--- config.mk ---
export PLATFORM = sky130hd
export DESIGN_NAME = i2c_register_master
export DESIGN_NICKNAME = d
export VERILOG_FILES = /design/src/rtl/i2crm_pkg.sv /design/src/rtl/i2crm_ctrl.sv /design/src/rtl/i2crm_obuf.sv /design/src/rtl/i2c_register_master.sv
export SDC_FILE = /design/constraint.sdc
export NUM_CORES = 1
export LEC_CHECK = 0
export ABC_AREA = 1
export BUFFER_PORTS_ARGS = -buffer_cell sky130_fd_sc_hd__buf_4
export CAP_MARGIN = 10
export CORE_MARGIN = 1
export CORE_UTILIZATION = 45
export CTS_CLUSTER_DIAMETER = 200
export DETAILED_ROUTE_END_ITERATION = 8
export MAX_ROUTING_LAYER = met4
export PLACE_DENSITY_LB_ADDON = 0.25
export SLEW_MARGIN = 15
export SYNTH_ARGS = -nofsm -noshare
export SYNTH_HDL_FRONTEND = slang
export SYNTH_HIERARCHICAL = 1
export SYNTH_SLANG_ARGS = --single-unit
--- constraint.sdc ---
create_clock -name clk_i -period 7.6 [get_ports clk_i]
set_input_delay 0.38 -clock clk_i [delete_from_list [all_inputs] [get_ports clk_i]]
set_output_delay 0.38 -clock clk_i [all_outputs]
set_load 0.005 [all_outputs]
--- src/rtl/i2crm_pkg.sv ---
// ----------------------------------------------------------------------------
// i2crm_pkg
// shared types and constants of the i2c register master
// ----------------------------------------------------------------------------
package i2crm_pkg;

  localparam logic [15:0] DivReset = 16'd100;
  localparam logic [8:0]  MaxBytes = 9'd256;

  localparam logic [1:0] MODE_WR   = 2'd0;
  localparam logic [1:0] MODE_RD   = 2'd1;
  localparam logic [1:0] MODE_PING = 2'd2;

  typedef enum logic [9:0] {
    PH_IDLE     = 10'b00_0000_0001,
    PH_START1   = 10'b00_0000_0010,
    PH_ADDR_W   = 10'b00_0000_0100,
    PH_REG      = 10'b00_0000_1000,
    PH_DATA     = 10'b00_0001_0000,
    PH_STOP_MID = 10'b00_0010_0000,
    PH_START2   = 10'b00_0100_0000,
    PH_ADDR_R   = 10'b00_1000_0000,
    PH_RECV     = 10'b01_0000_0000,
    PH_STOP_END = 10'b10_0000_0000
  } phase_e;

  typedef struct packed {
    phase_e      phase;
    logic [15:0] tick;
    logic [1:0]  iv;
    logic [3:0]  bit_idx;
    logic [7:0]  shift;
    logic [8:0]  left;
    logic [1:0]  mode;
    logic [6:0]  dev;
    logic [7:0]  reg_addr;
    logic        ack_ok;
  } state_t;

  // idle with both lines released and acknowledge flag set
  localparam state_t StateReset = '{
    phase:    PH_IDLE,
    tick:     '0,
    iv:       '0,
    bit_idx:  '0,
    shift:    '0,
    left:     '0,
    mode:     '0,
    dev:      '0,
    reg_addr: '0,
    ack_ok:   1'b1
  };

  typedef struct packed {
    logic       scl_release;
    logic       sda_release;
    logic       busy;
    logic       wdata_taken;
    logic [7:0] rdata;
    logic       rdata_valid;
    logic       rdata_last;
    logic       done;
    logic       acked;
  } result_t;

endpackage

--- src/rtl/i2crm_ctrl.sv ---
// ----------------------------------------------------------------------------
// i2crm_ctrl
// bus sequencer: state registers and one tick of next-state logic per beat
// ----------------------------------------------------------------------------
module i2crm_ctrl (
  input  logic                   clk_i,
  input  logic                   rst_ni,
  input  logic                   cfg_we_i,
  input  logic [15:0]            cfg_phase_div_i,
  input  logic                   step_i,
  input  logic                   start_req_i,
  input  logic [1:0]             mode_i,
  input  logic [6:0]             dev_addr_i,
  input  logic [7:0]             reg_addr_i,
  input  logic [8:0]             byte_count_i,
  input  logic [7:0]             wdata_i,
  input  logic                   sda_in_i,
  output i2crm_pkg::result_t     res_o
);

  i2crm_pkg::state_t  s_q, s_d;
  i2crm_pkg::result_t r;
  logic [15:0] div_q;
  logic        is_send;
  logic        tick_end;
  logic        mode_ok;
  logic [8:0]  cnt;
  logic [8:0]  left_n;

  always_comb begin
    s_d      = s_q;
    r        = '0;
    cnt      = '0;
    left_n   = s_q.left;
    is_send  = (s_q.phase == i2crm_pkg::PH_ADDR_W) || (s_q.phase == i2crm_pkg::PH_REG) ||
               (s_q.phase == i2crm_pkg::PH_DATA) || (s_q.phase == i2crm_pkg::PH_ADDR_R);
    tick_end = ({1'b0, s_q.tick} + 17'd1) >= {1'b0, div_q};
    mode_ok  = (mode_i == i2crm_pkg::MODE_WR) || (mode_i == i2crm_pkg::MODE_RD) ||
               (mode_i == i2crm_pkg::MODE_PING);

    if (s_q.phase == i2crm_pkg::PH_IDLE) begin
      if (start_req_i && mode_ok) begin
        cnt = (byte_count_i > i2crm_pkg::MaxBytes) ? i2crm_pkg::MaxBytes : byte_count_i;
        if (mode_i == i2crm_pkg::MODE_RD && cnt == 9'd0) begin
          cnt = 9'd1;
        end
        s_d.mode     = mode_i;
        s_d.dev      = dev_addr_i;
        s_d.reg_addr = reg_addr_i;
        s_d.left     = cnt;
        s_d.ack_ok   = 1'b1;
        s_d.tick     = '0;
        s_d.phase    = i2crm_pkg::PH_START1;
        s_d.iv       = '0;
        s_d.bit_idx  = '0;
        s_d.shift    = '0;
      end
    end else if (tick_end) begin
      s_d.tick = '0;
      if (s_q.iv != 2'd2) begin
        if (s_q.iv == 2'd1) begin
          if (is_send && s_q.bit_idx[3] && sda_in_i) begin
            s_d.ack_ok = 1'b0;
          end
          if (s_q.phase == i2crm_pkg::PH_RECV && !s_q.bit_idx[3]) begin
            s_d.shift = {s_q.shift[6:0], sda_in_i};
            if (s_q.bit_idx[2:0] == 3'd7) begin
              r.rdata       = s_d.shift;
              r.rdata_valid = 1'b1;
              r.rdata_last  = (s_q.left <= 9'd1);
            end
          end
        end
        s_d.iv = s_q.iv + 2'd1;
      end else begin
        s_d.iv = '0;
        if ((is_send || s_q.phase == i2crm_pkg::PH_RECV) && !s_q.bit_idx[3]) begin
          s_d.bit_idx = s_q.bit_idx + 4'd1;
        end else begin
          s_d.bit_idx = '0;
          s_d.shift   = '0;
          case (s_q.phase)
            i2crm_pkg::PH_START1: begin
              s_d.phase = i2crm_pkg::PH_ADDR_W;
              s_d.shift = {s_q.dev, 1'b0};
            end
            i2crm_pkg::PH_START2: begin
              s_d.phase = i2crm_pkg::PH_ADDR_R;
              s_d.shift = {s_q.dev, 1'b1};
            end
            i2crm_pkg::PH_STOP_MID: begin
              s_d.phase = i2crm_pkg::PH_START2;
            end
            i2crm_pkg::PH_STOP_END: begin
              s_d.phase = i2crm_pkg::PH_IDLE;
              r.done    = 1'b1;
              r.acked   = s_q.ack_ok;
            end
            i2crm_pkg::PH_RECV: begin
              left_n    = (s_q.left != 9'd0) ? s_q.left - 9'd1 : s_q.left;
              s_d.left  = left_n;
              s_d.phase = (left_n == 9'd0) ? i2crm_pkg::PH_STOP_END : i2crm_pkg::PH_RECV;
            end
            i2crm_pkg::PH_ADDR_W, i2crm_pkg::PH_REG, i2crm_pkg::PH_DATA,
            i2crm_pkg::PH_ADDR_R: begin
              if (!s_q.ack_ok) begin
                s_d.phase = i2crm_pkg::PH_STOP_END;
              end else if (s_q.phase == i2crm_pkg::PH_ADDR_W) begin
                if (s_q.mode == i2crm_pkg::MODE_PING) begin
                  s_d.phase = i2crm_pkg::PH_STOP_END;
                end else begin
                  s_d.phase = i2crm_pkg::PH_REG;
                  s_d.shift = s_q.reg_addr;
                end
              end else if (s_q.phase == i2crm_pkg::PH_REG &&
                           s_q.mode == i2crm_pkg::MODE_RD) begin
                s_d.phase = i2crm_pkg::PH_STOP_MID;
              end else if (s_q.phase == i2crm_pkg::PH_ADDR_R) begin
                s_d.phase = i2crm_pkg::PH_RECV;
              end else begin
                left_n = (s_q.phase == i2crm_pkg::PH_DATA && s_q.left != 9'd0) ?
                         s_q.left - 9'd1 : s_q.left;
                s_d.left = left_n;
                if (left_n == 9'd0) begin
                  s_d.phase = i2crm_pkg::PH_STOP_END;
                end else begin
                  s_d.phase     = i2crm_pkg::PH_DATA;
                  s_d.shift     = wdata_i;
                  r.wdata_taken = 1'b1;
                end
              end
            end
            default: begin
              s_d.phase = i2crm_pkg::PH_IDLE;
            end
          endcase
        end
      end
    end else begin
      s_d.tick = s_q.tick + 16'd1;
    end

    // line levels of the interval entered
    case (s_d.phase)
      i2crm_pkg::PH_START1, i2crm_pkg::PH_START2: begin
        r.scl_release = (s_d.iv != 2'd2);
        r.sda_release = (s_d.iv == 2'd0);
      end
      i2crm_pkg::PH_STOP_MID, i2crm_pkg::PH_STOP_END: begin
        r.scl_release = (s_d.iv != 2'd0);
        r.sda_release = (s_d.iv == 2'd2);
      end
      i2crm_pkg::PH_RECV: begin
        r.scl_release = (s_d.iv == 2'd1);
        r.sda_release = !s_d.bit_idx[3] || (s_d.left <= 9'd1);
      end
      i2crm_pkg::PH_ADDR_W, i2crm_pkg::PH_REG, i2crm_pkg::PH_DATA,
      i2crm_pkg::PH_ADDR_R: begin
        r.scl_release = (s_d.iv == 2'd1);
        r.sda_release = s_d.bit_idx[3] || s_d.shift[3'd7 - s_d.bit_idx[2:0]];
      end
      default: begin
        r.scl_release = 1'b1;
        r.sda_release = 1'b1;
      end
    endcase
    r.busy = (s_d.phase != i2crm_pkg::PH_IDLE);
  end

  always_ff @(posedge clk_i or negedge rst_ni) begin
    if (!rst_ni) begin
      s_q   <= i2crm_pkg::StateReset;
      div_q <= i2crm_pkg::DivReset;
    end else begin
      if (step_i) begin
        s_q <= s_d;
      end
      if (cfg_we_i) begin
        div_q <= cfg_phase_div_i;
      end
    end
  end

  assign res_o = r;

endmodule

--- src/rtl/i2crm_obuf.sv ---
// ----------------------------------------------------------------------------
// i2crm_obuf
// two-entry result buffer: output register plus skid register
// ----------------------------------------------------------------------------
module i2crm_obuf (
  input  logic               clk_i,
  input  logic               rst_ni,
  input  logic               push_i,
  input  i2crm_pkg::result_t data_i,
  output logic               full_o,
  output logic               valid_o,
  input  logic               stall_i,
  output i2crm_pkg::result_t data_o
);

  i2crm_pkg::result_t out_q, skid_q;
  logic out_valid_q, skid_valid_q;
  logic pop;

  assign pop = out_valid_q && !stall_i;

  always_ff @(posedge clk_i or negedge rst_ni) begin
    if (!rst_ni) begin
      out_valid_q  <= 1'b0;
      skid_valid_q <= 1'b0;
    end else if (pop) begin
      if (skid_valid_q) begin
        skid_valid_q <= 1'b0;
      end else begin
        out_valid_q <= push_i;
      end
    end else if (push_i) begin
      if (out_valid_q) begin
        skid_valid_q <= 1'b1;
      end else begin
        out_valid_q <= 1'b1;
      end
    end
  end

  always_ff @(posedge clk_i) begin
    if (pop) begin
      if (skid_valid_q) begin
        out_q <= skid_q;
      end else if (push_i) begin
        out_q <= data_i;
      end
    end else if (push_i) begin
      if (out_valid_q) begin
        skid_q <= data_i;
      end else begin
        out_q <= data_i;
      end
    end
  end

  assign full_o  = skid_valid_q;
  assign valid_o = out_valid_q;
  assign data_o  = out_q;

endmodule

--- src/rtl/i2c_register_master.sv ---
// ----------------------------------------------------------------------------
// i2c_register_master
// open-drain i2c master running register write, register read and ping
// ----------------------------------------------------------------------------
// Each input beat is one bus tick and yields exactly one result beat. A beat
// is taken every cycle while in_stall_o is low: the sequencer state register and
// the two-entry output buffer both load on the accepting edge, so in_stall_o
// rises only when both buffer entries are held by a stalled output side.
// phase_div sets the ticks per interval (0 acts as 1); each SCL bit is three
// intervals. Write phase_div only while no transaction runs.
module i2c_register_master (
  input  logic        clk_i,
  input  logic        rst_ni,
  input  logic        cfg_valid_i,
  output logic        cfg_ready_o,
  input  logic [15:0] cfg_phase_div_i,
  input  logic        in_valid_i,
  output logic        in_stall_o,
  input  logic        start_req_i,
  input  logic [1:0]  mode_i,
  input  logic [6:0]  dev_addr_i,
  input  logic [7:0]  reg_addr_i,
  input  logic [8:0]  byte_count_i,
  input  logic [7:0]  wdata_i,
  input  logic        sda_in_i,
  output logic        out_valid_o,
  input  logic        out_stall_i,
  output logic        scl_release_o,
  output logic        sda_release_o,
  output logic        busy_res_o,
  output logic        wdata_taken_o,
  output logic [7:0]  rdata_o,
  output logic        rdata_valid_o,
  output logic        rdata_last_o,
  output logic        done_res_o,
  output logic        acked_o
);

  i2crm_pkg::result_t res, res_out;
  logic in_acc;
  logic full;

  assign cfg_ready_o = 1'b1;
  assign in_stall_o  = full;
  assign in_acc      = in_valid_i && !full;

  i2crm_ctrl u_ctrl (
    .clk_i           (clk_i),
    .rst_ni          (rst_ni),
    .cfg_we_i        (cfg_valid_i && cfg_ready_o),
    .cfg_phase_div_i (cfg_phase_div_i),
    .step_i          (in_acc),
    .start_req_i     (start_req_i),
    .mode_i          (mode_i),
    .dev_addr_i      (dev_addr_i),
    .reg_addr_i      (reg_addr_i),
    .byte_count_i    (byte_count_i),
    .wdata_i         (wdata_i),
    .sda_in_i        (sda_in_i),
    .res_o           (res)
  );

  i2crm_obuf u_obuf (
    .clk_i   (clk_i),
    .rst_ni  (rst_ni),
    .push_i  (in_acc),
    .data_i  (res),
    .full_o  (full),
    .valid_o (out_valid_o),
    .stall_i (out_stall_i),
    .data_o  (res_out)
  );

  assign scl_release_o = res_out.scl_release;
  assign sda_release_o = res_out.sda_release;
  assign busy_res_o    = res_out.busy;
  assign wdata_taken_o = res_out.wdata_taken;
  assign rdata_o       = res_out.rdata;
  assign rdata_valid_o = res_out.rdata_valid;
  assign rdata_last_o  = res_out.rdata_last;
  assign done_res_o    = res_out.done;
  assign acked_o       = res_out.acked;

  a_stall_needs_out: assert property (@(posedge clk_i) disable iff (!rst_ni)
    in_stall_o |-> out_valid_o)
    else $error("input stalled with empty output register");

  a_done_idle: assert property (@(posedge clk_i) disable iff (!rst_ni)
    (in_acc && res.done) |-> !res.busy)
    else $error("done reported while still busy");

  a_rdata_busy: assert property (@(posedge clk_i) disable iff (!rst_ni)
    (in_acc && res.rdata_valid) |-> (res.busy && !res.done && !res.wdata_taken))
    else $error("received byte outside a read");

  a_push_shows: assert property (@(posedge clk_i) disable iff (!rst_ni)
    (in_acc && !out_valid_o) |=> out_valid_o)
    else $error("accepted beat not presented");

endmodule

==> results of run 1 <==
synthesized netlist by cell type (12+ instances only):
library cell    n  area (um^2)
nand3_1        70          350
dfrtp_1        80         2000
nand4_1        41          257
nand2_1       335         1260
clkbuf_1       17         63.8
edfxtp_1       32          961
o21ai_1        16         80.1
ha_1           22          275
inv_1         129          484
inv_2          28          105
nor2_4         12          135
mux2_2         16          180
nand2_2        13         81.3
a21oi_1        27          135
o21ai_0        90          450
nor3_1         25          125
nor2_1         91          342
nor2_2         16          100
o22ai_1        16          100
final cells by class:
type                    instances  area, um^2  share of cell area (%)
well taps                     229         287                    2.95
flip-flops and latches        117        3090                    31.8
clock buffers                  19         433                    4.45
repair buffers                 79         596                    6.13
clock inverters                13         204                    2.10
multi-input cells             859        4510                    46.4
inverters                     159         599                    6.16
power by group through the flow:
stage          Combinational (mW)  Sequential, mW  Clock [mW]
2_1_floorplan                1.26           0.961           0
3_3_place_gp                 1.61            1.04           0
3_5_place_dp                 1.62            1.04           0
4_1_cts                      1.63            1.03       0.888
5_1_grt                      1.84            1.05       0.915
6_report                     1.64            1.03       0.871
registers in the layout, indices dropped and copies added, names as in the netlist:
register        flops
u_obuf/data_o      16
u_obuf/valid_o      1
u_ctrl/s_q         67
u_ctrl/div_q       16
u_obuf/skid_q      16
u_obuf/full_o       1
worst max-delay path, stage by stage (launching register included):
cell and delay (ns):
dfrtp_1 0.40, nand3_1 0.16, nor3_1 0.17, inv_1 0.07, nor2_1 0.08, inv_1 0.05
nor2_1 0.08, inv_1 0.07, nor2_1 0.10, inv_1 0.06, nor3_1 0.22, nand2_1 0.10
xor2_1 0.18, inv_1 0.06, ha_1 0.27, nand2_1 0.10, nor4_1 0.23, nand4_1 0.15
nand3_2 0.41, nand2_2 0.26, inv_2 0.15, nand3_1 0.45, a2111oi_0 0.99, nand2_1 0.12
nand2_1 0.10
metrics by stage:
stage	power (mW)	hold WS (ns)	setup slack, ns	utilization, %	std cells
after global routing	3.81	0.168	1.86	53.8	1475
after detailed placement	2.66	0.263	2.32	50.2	1442
after CTS	3.55	0.147	2.29	53.8	1475
after floorplan	2.23	0.0844	3.80	-	1168
final	3.55	0.164	2.38	53.8	1475
after global placement	2.65	0.260	2.40	50.2	1442
metal layers:
layer	GRT usage [%]	routed length [um]	up-vias
met3	3.78	1240	47
li1	-	-	3988
met4	10.6	671	0
met1	33.1	10400	3624
met2	38.0	10000	283
met5	-	0	-
cell families after synthesis:
logic type / after synthesis / synth area share [%]
AOI/OAI and AO/OA: 173 / 11.8
xor gates and xnor gates: 12 / 1.25
adders and majority gates: 22 / 3.29
buffers and inverters: 192 / 9.24
DFF: 117 / 36.9
muxes: 16 / 2.15
other: 1 / 0.0448
and+or+nand+nor: 635 / 35.3
worst paths after layout:
path / cells after the start / slack [ns] / end / start
setup / recovery: 24 / 2.38 / u_obuf/data_o[2] / u_ctrl/s_q[41]
setup reg to reg: 24 / 2.38 / u_obuf/data_o[2] / u_ctrl/s_q[41]
hold reg to reg: 2 / 0.50 / u_ctrl/div_q[5] / u_ctrl/div_q[5]
hold / removal: 3 / 0.16 / u_ctrl/div_q[14] / cfg_phase_div_i[14]
min in group asynchronous: 2 / 0.37 / u_ctrl/s_q[34] / rst_ni
max in group asynchronous: 3 / 6.06 / u_ctrl/s_q[17] / rst_ni
==> metrics.cfg, run 1 <==
[outcome]
outcome = finished clean

[min_path]
hold_path_class = input port to flop

[detailed_routing]
drc = 0
wl_per_cell_um = 15.1
drtIter0Drc = 791
antenna_left = 0
vias = 7942
dr.pass1.iters = 5
route.final.wire_length_um = 22300
routed_via_density = 5.38

[yosys]
synth_seq_area_share_pct = 36.9
netlist_area_um2 = 8380
synth_cells = 1168
ys_ff_latch = 117
yosys_warnings = 6
synth_edf_count = 32
syn_nets = 1247
ys_async_sr_fraction_pct = 72.6
yosysUniqueCellTypes = 54
syn-mean-instance-area_um2 = 7.17
synth_flop_cell = dfrtp_1

[power]
internal_power_mw = 1.97
p_leak_nw = 4.85
pwr-share-clk_pct = 24.6
irDropWorstVdd_uv = 194
p_sw_mw = 1.57
switching_share_pct = 44.4
p_per_area_nw_per_um2 = 365
power_frac_comb_pct = 46.3
seqPwrFrac_pct = 29.1

[sta]
finalHoldViolCount = 0
period_share_pct = 68.6
relSlewSlack_pct = 29.6
setup-tns-final_ns = 0
tightest_slew_ns = 1.03
rsz0062_at_grt = no
post-route-min-period_ns = 5.22
max_freq_mhz = 192
setup_violations = 0
maxSlewViolCount = 0
finalClockSkew_ns = 0.00578

[clock_network]
cts_buffer_depth = 2
cts_buffers = 17
cts_sinks = 117
post_cts_buffers = 0
root_buffer = clkbuf_16
cts_tree = yes
worstSkewPairLatency_ns = 0.42
ctsHoldBuffers = 1
cts_resized = 0
cts.clk_slew.worst_paths_ns = 0.06
htreeDepth = 4

[critical_path]
arrival_ns = 5.50
worstPathRequired_ns = 7.88
worst_setup_path_start_kind = flop
cp-end-kind = flop
crit_fanout = 20
worst-setup-path-type = flop to flop

[global_routing]
grt_pass1_wl_um = 36800
grt_antenna_before_repair = 0
gr-usage-all-layers_pct = 25.0
grt_max_degree = 71
overflow = 0
grt_pass1_vias = 7269

[cells_and_area]
syn_to_final_growth_pct = 16.0
final_common_cell = nand2_1
antenna_cells = 0
design_area_um2 = 9720
nets = 1312
fill_cells = 1718
layout-drive-gt1-share_pct = 18.1
final_cell_mix = nand2_1, inv_1, nor2_1

[floorplan]
rows = 49
dieArea_um2 = 19200
coreArea_um2 = 18100
die_y_um = 138
die_x_um = 138
ioPinCount = 76
start_util_pct = 46.3

[job]
maxCapViolCount = 0

[place]
io_buffers = 74
place_congestion = 0.961
dpl_cell_area_um2 = 9070
dpl.hpwl_um = 16700

(Power assumes the default switching activity.)
==> run 2: changes to the inputs <==
clock period = 4.4 ns   (was 7.6 ns; I/O delays follow)
==> run 2 against run 1 <==
Effect of this change: utilization is 2.6 points higher; global-route usage about the same; via count rose by 2.6%; first-iteration DRC count decreased by 9.5%; sequential cell count stayed put; design area is 4.8% higher; clock skew is 0.0072 ns higher; sequential power rose by 74%; critical endpoint is now u_obuf/data_o[14].
==> metrics.cfg, run 2 (synthesis gave the netlist of run 1 again) <==
[floorplan]
coreArea_um2 = 18100  ; unchanged
dieArea_um2 = 19200  ; unchanged
ioPinCount = 76  ; unchanged
rows = 49  ; unchanged
start_util_pct = 46.3  ; unchanged
die_y_um = 138  ; unchanged
die_x_um = 138  ; unchanged

[cells_and_area]
design_area_um2 = 10200  ; was 9720 um^2
fin_util_pct = 56.4  ; was 53.8%
fill_cells = 1704  ; was 1718
nets = 1352  ; was 1312
syn_to_final_growth_pct = 21.7  ; was 16.0%
final_cell_mix = nand2_1, inv_1, buf_4  ; was nand2_1, inv_1, nor2_1
antenna_cells = 0  ; unchanged
largest_reg_flops = 67  ; unchanged
final_cells = 1515  ; was 1475
final_common_cell = nand2_1  ; unchanged
largest_register = u_ctrl/s_q  ; unchanged
layout-drive-gt1-share_pct = 22.7  ; was 18.1%

[critical_path]
crit_fanout = 7  ; was 20
reg2reg_slack_ns = 0.09  ; was 2.38 ns
crit_top_cell = inv_1  ; unchanged
max_stage_delay_ns = 0.39  ; was 0.99 ns
worst-setup-path-type = flop to flop  ; unchanged
worstPathRequired_ns = 4.58  ; was 7.88 ns
crit_family = simple AND/OR/NAND/NOR gates  ; unchanged
crit_buf_inv = 6  ; unchanged
cp-end-kind = flop  ; unchanged
slowest_stage = dfrtp_1  ; was a2111oi_0
arrival_ns = 4.48  ; was 5.50 ns
worst_setup_path_start_kind = flop  ; unchanged

[job]
maxCapViolCount = 0  ; unchanged

[sta]
timing.hold.ws_ns = 0.0131  ; was 0.164 ns
period_share_pct = 97.9  ; was 68.6%
maxSlewViolCount = 0  ; unchanged
post-route-min-period_ns = 4.31  ; was 5.22 ns
tightest_slew_ns = 1.20  ; was 1.03 ns
worst_slack_ns = 0.0932  ; was 2.38 ns
setup-tns-final_ns = 0  ; unchanged
relSlewSlack_pct = 19.5  ; was 29.6%
finalClockSkew_ns = 0.0130  ; was 0.00578 ns
max_freq_mhz = 232  ; was 192 MHz
setup_violations = 0  ; unchanged
finalHoldViolCount = 0  ; unchanged
rsz0062_at_grt = yes  ; was no

[place]
place_congestion = 0.994  ; was 0.961
io_buffers = 74  ; unchanged
dpl.hpwl_um = 17100  ; was 16700 um
dpl_cell_area_um2 = 9160  ; was 9070 um^2
placedCellCount = 1453  ; was 1442
pre_cts_slack_ns = -0.0901  ; was 2.32 ns

[clock_network]
cts_tree = yes  ; unchanged
htreeDepth = 4  ; unchanged
root_buffer = clkbuf_16  ; unchanged
cts_sinks = 117  ; unchanged
cts_buffers = 17  ; unchanged
cts.clk_slew.worst_paths_ns = 0.06  ; about the same
worstSkewPairLatency_ns = 0.42  ; about the same
cts_buffer_depth = 2  ; unchanged

[global_routing]
grt_pass1_wl_um = 37000  ; was 36800 um
overflow = 0  ; unchanged
grt_antenna_before_repair = 0  ; unchanged
grt_max_degree = 47  ; was 71
grt_pass1_vias = 7398  ; was 7269
gr-usage-all-layers_pct = 24.9  ; was 25.0%

[detailed_routing]
routed_via_density = 5.38  ; about the same
wl_per_cell_um = 15.4  ; was 15.1 um
route.final.wire_length_um = 23300  ; was 22300 um
vias = 8150  ; was 7942
drc = 0  ; unchanged
antenna_left = 0  ; unchanged
dr.pass1.iters = 5  ; unchanged
drtIter0Drc = 716  ; was 791

[power]
p_leak_nw = 5.03  ; was 4.85 nW
p_per_area_nw_per_um2 = 600  ; was 365 nW/um^2
irDropWorstVdd_uv = 346  ; was 194 uV
total_power_mw = 6.12  ; was 3.55 mW

[min_path]
hold_path_class = input port to flop  ; unchanged

[outcome]
outcome = finished clean  ; unchanged

-- run 2: changes by cell type in the layout (fill, tap and decap cells not counted), moves of 6 or more --
| cell | previous run | this run |
|---|---|---|
| buf_4 | 78 | 104 |
| inv_1 | 129 | 123 |
| nand2_2 | 13 | 19 |
| dlygate4sd3_1 | 1 | 9 |
| nand2_1 | 335 | 325 |
| inv_2 | 28 | 34 |
-- run 2: path summary, 6_finish.rpt --
| check | cells past startpoint | end | startpoint |
|---|---|---|---|
| max | 30 | u_obuf/data_o[14] | u_ctrl/s_q[44] |
| min | 3 | u_ctrl/div_q[5] | cfg_phase_div_i[5] |
| max reg2reg | 30 | u_obuf/data_o[14] | u_ctrl/s_q[44] |
| min reg2reg | 2 | u_ctrl/div_q[2] | u_ctrl/div_q[2] |
| max in group asynchronous | 3 | u_ctrl/s_q[16] | rst_ni |
| min in group asynchronous | 2 | u_ctrl/s_q[8] | rst_ni |
-- run 2: routing by layer --
layer  routed length [um]  part of all wire (%)  up-vias  track usage, %
met5                    0                     0        -               -
met4                  383                   1.6        0            8.04
met3                 1320                   5.7       34            4.19
met2                10900                    47      286            39.1
met1                10600                    46     3764            32.8
li1                     -                     -     4066               -
-- run 2: layout make-up --
type / instances / area, um^2 / share of cell area [%]
tap: 229 / 287 / 2.81
clock buffer: 19 / 433 / 4.25
timing repair buffer: 119 / 951 / 9.33
clock inverter: 13 / 110 / 1.08
sequential: 117 / 3090 / 30.4
multi-input combinational: 859 / 4720 / 46.3
inverter: 159 / 599 / 5.88
-- run 2: report_power, final --
part           switching (mW)  internal, mW
logic                    1.99          1.07
clock network           0.505         0.770
registers               0.326          1.46
-- run 2: worst reg2reg max path: cells and delay by family (launching register included) --
kind / cells / cell delay, ns
xor gates and xnor gates: 1 / 0.16
adders and majority gates: 1 / 0.28
buffers and inverters: 6 / 0.49
DFF: 1 / 0.39
and+or+nand+nor: 22 / 2.74
-- run 2: what timing repair did --
item	in CTS	in global routing
gates resized for setup	3	49
setup buffers	0	21
hold buffers	9	0
pin swaps	2	12
setup endpoints to repair	3	5
endpoints found under the hold margin	50	0
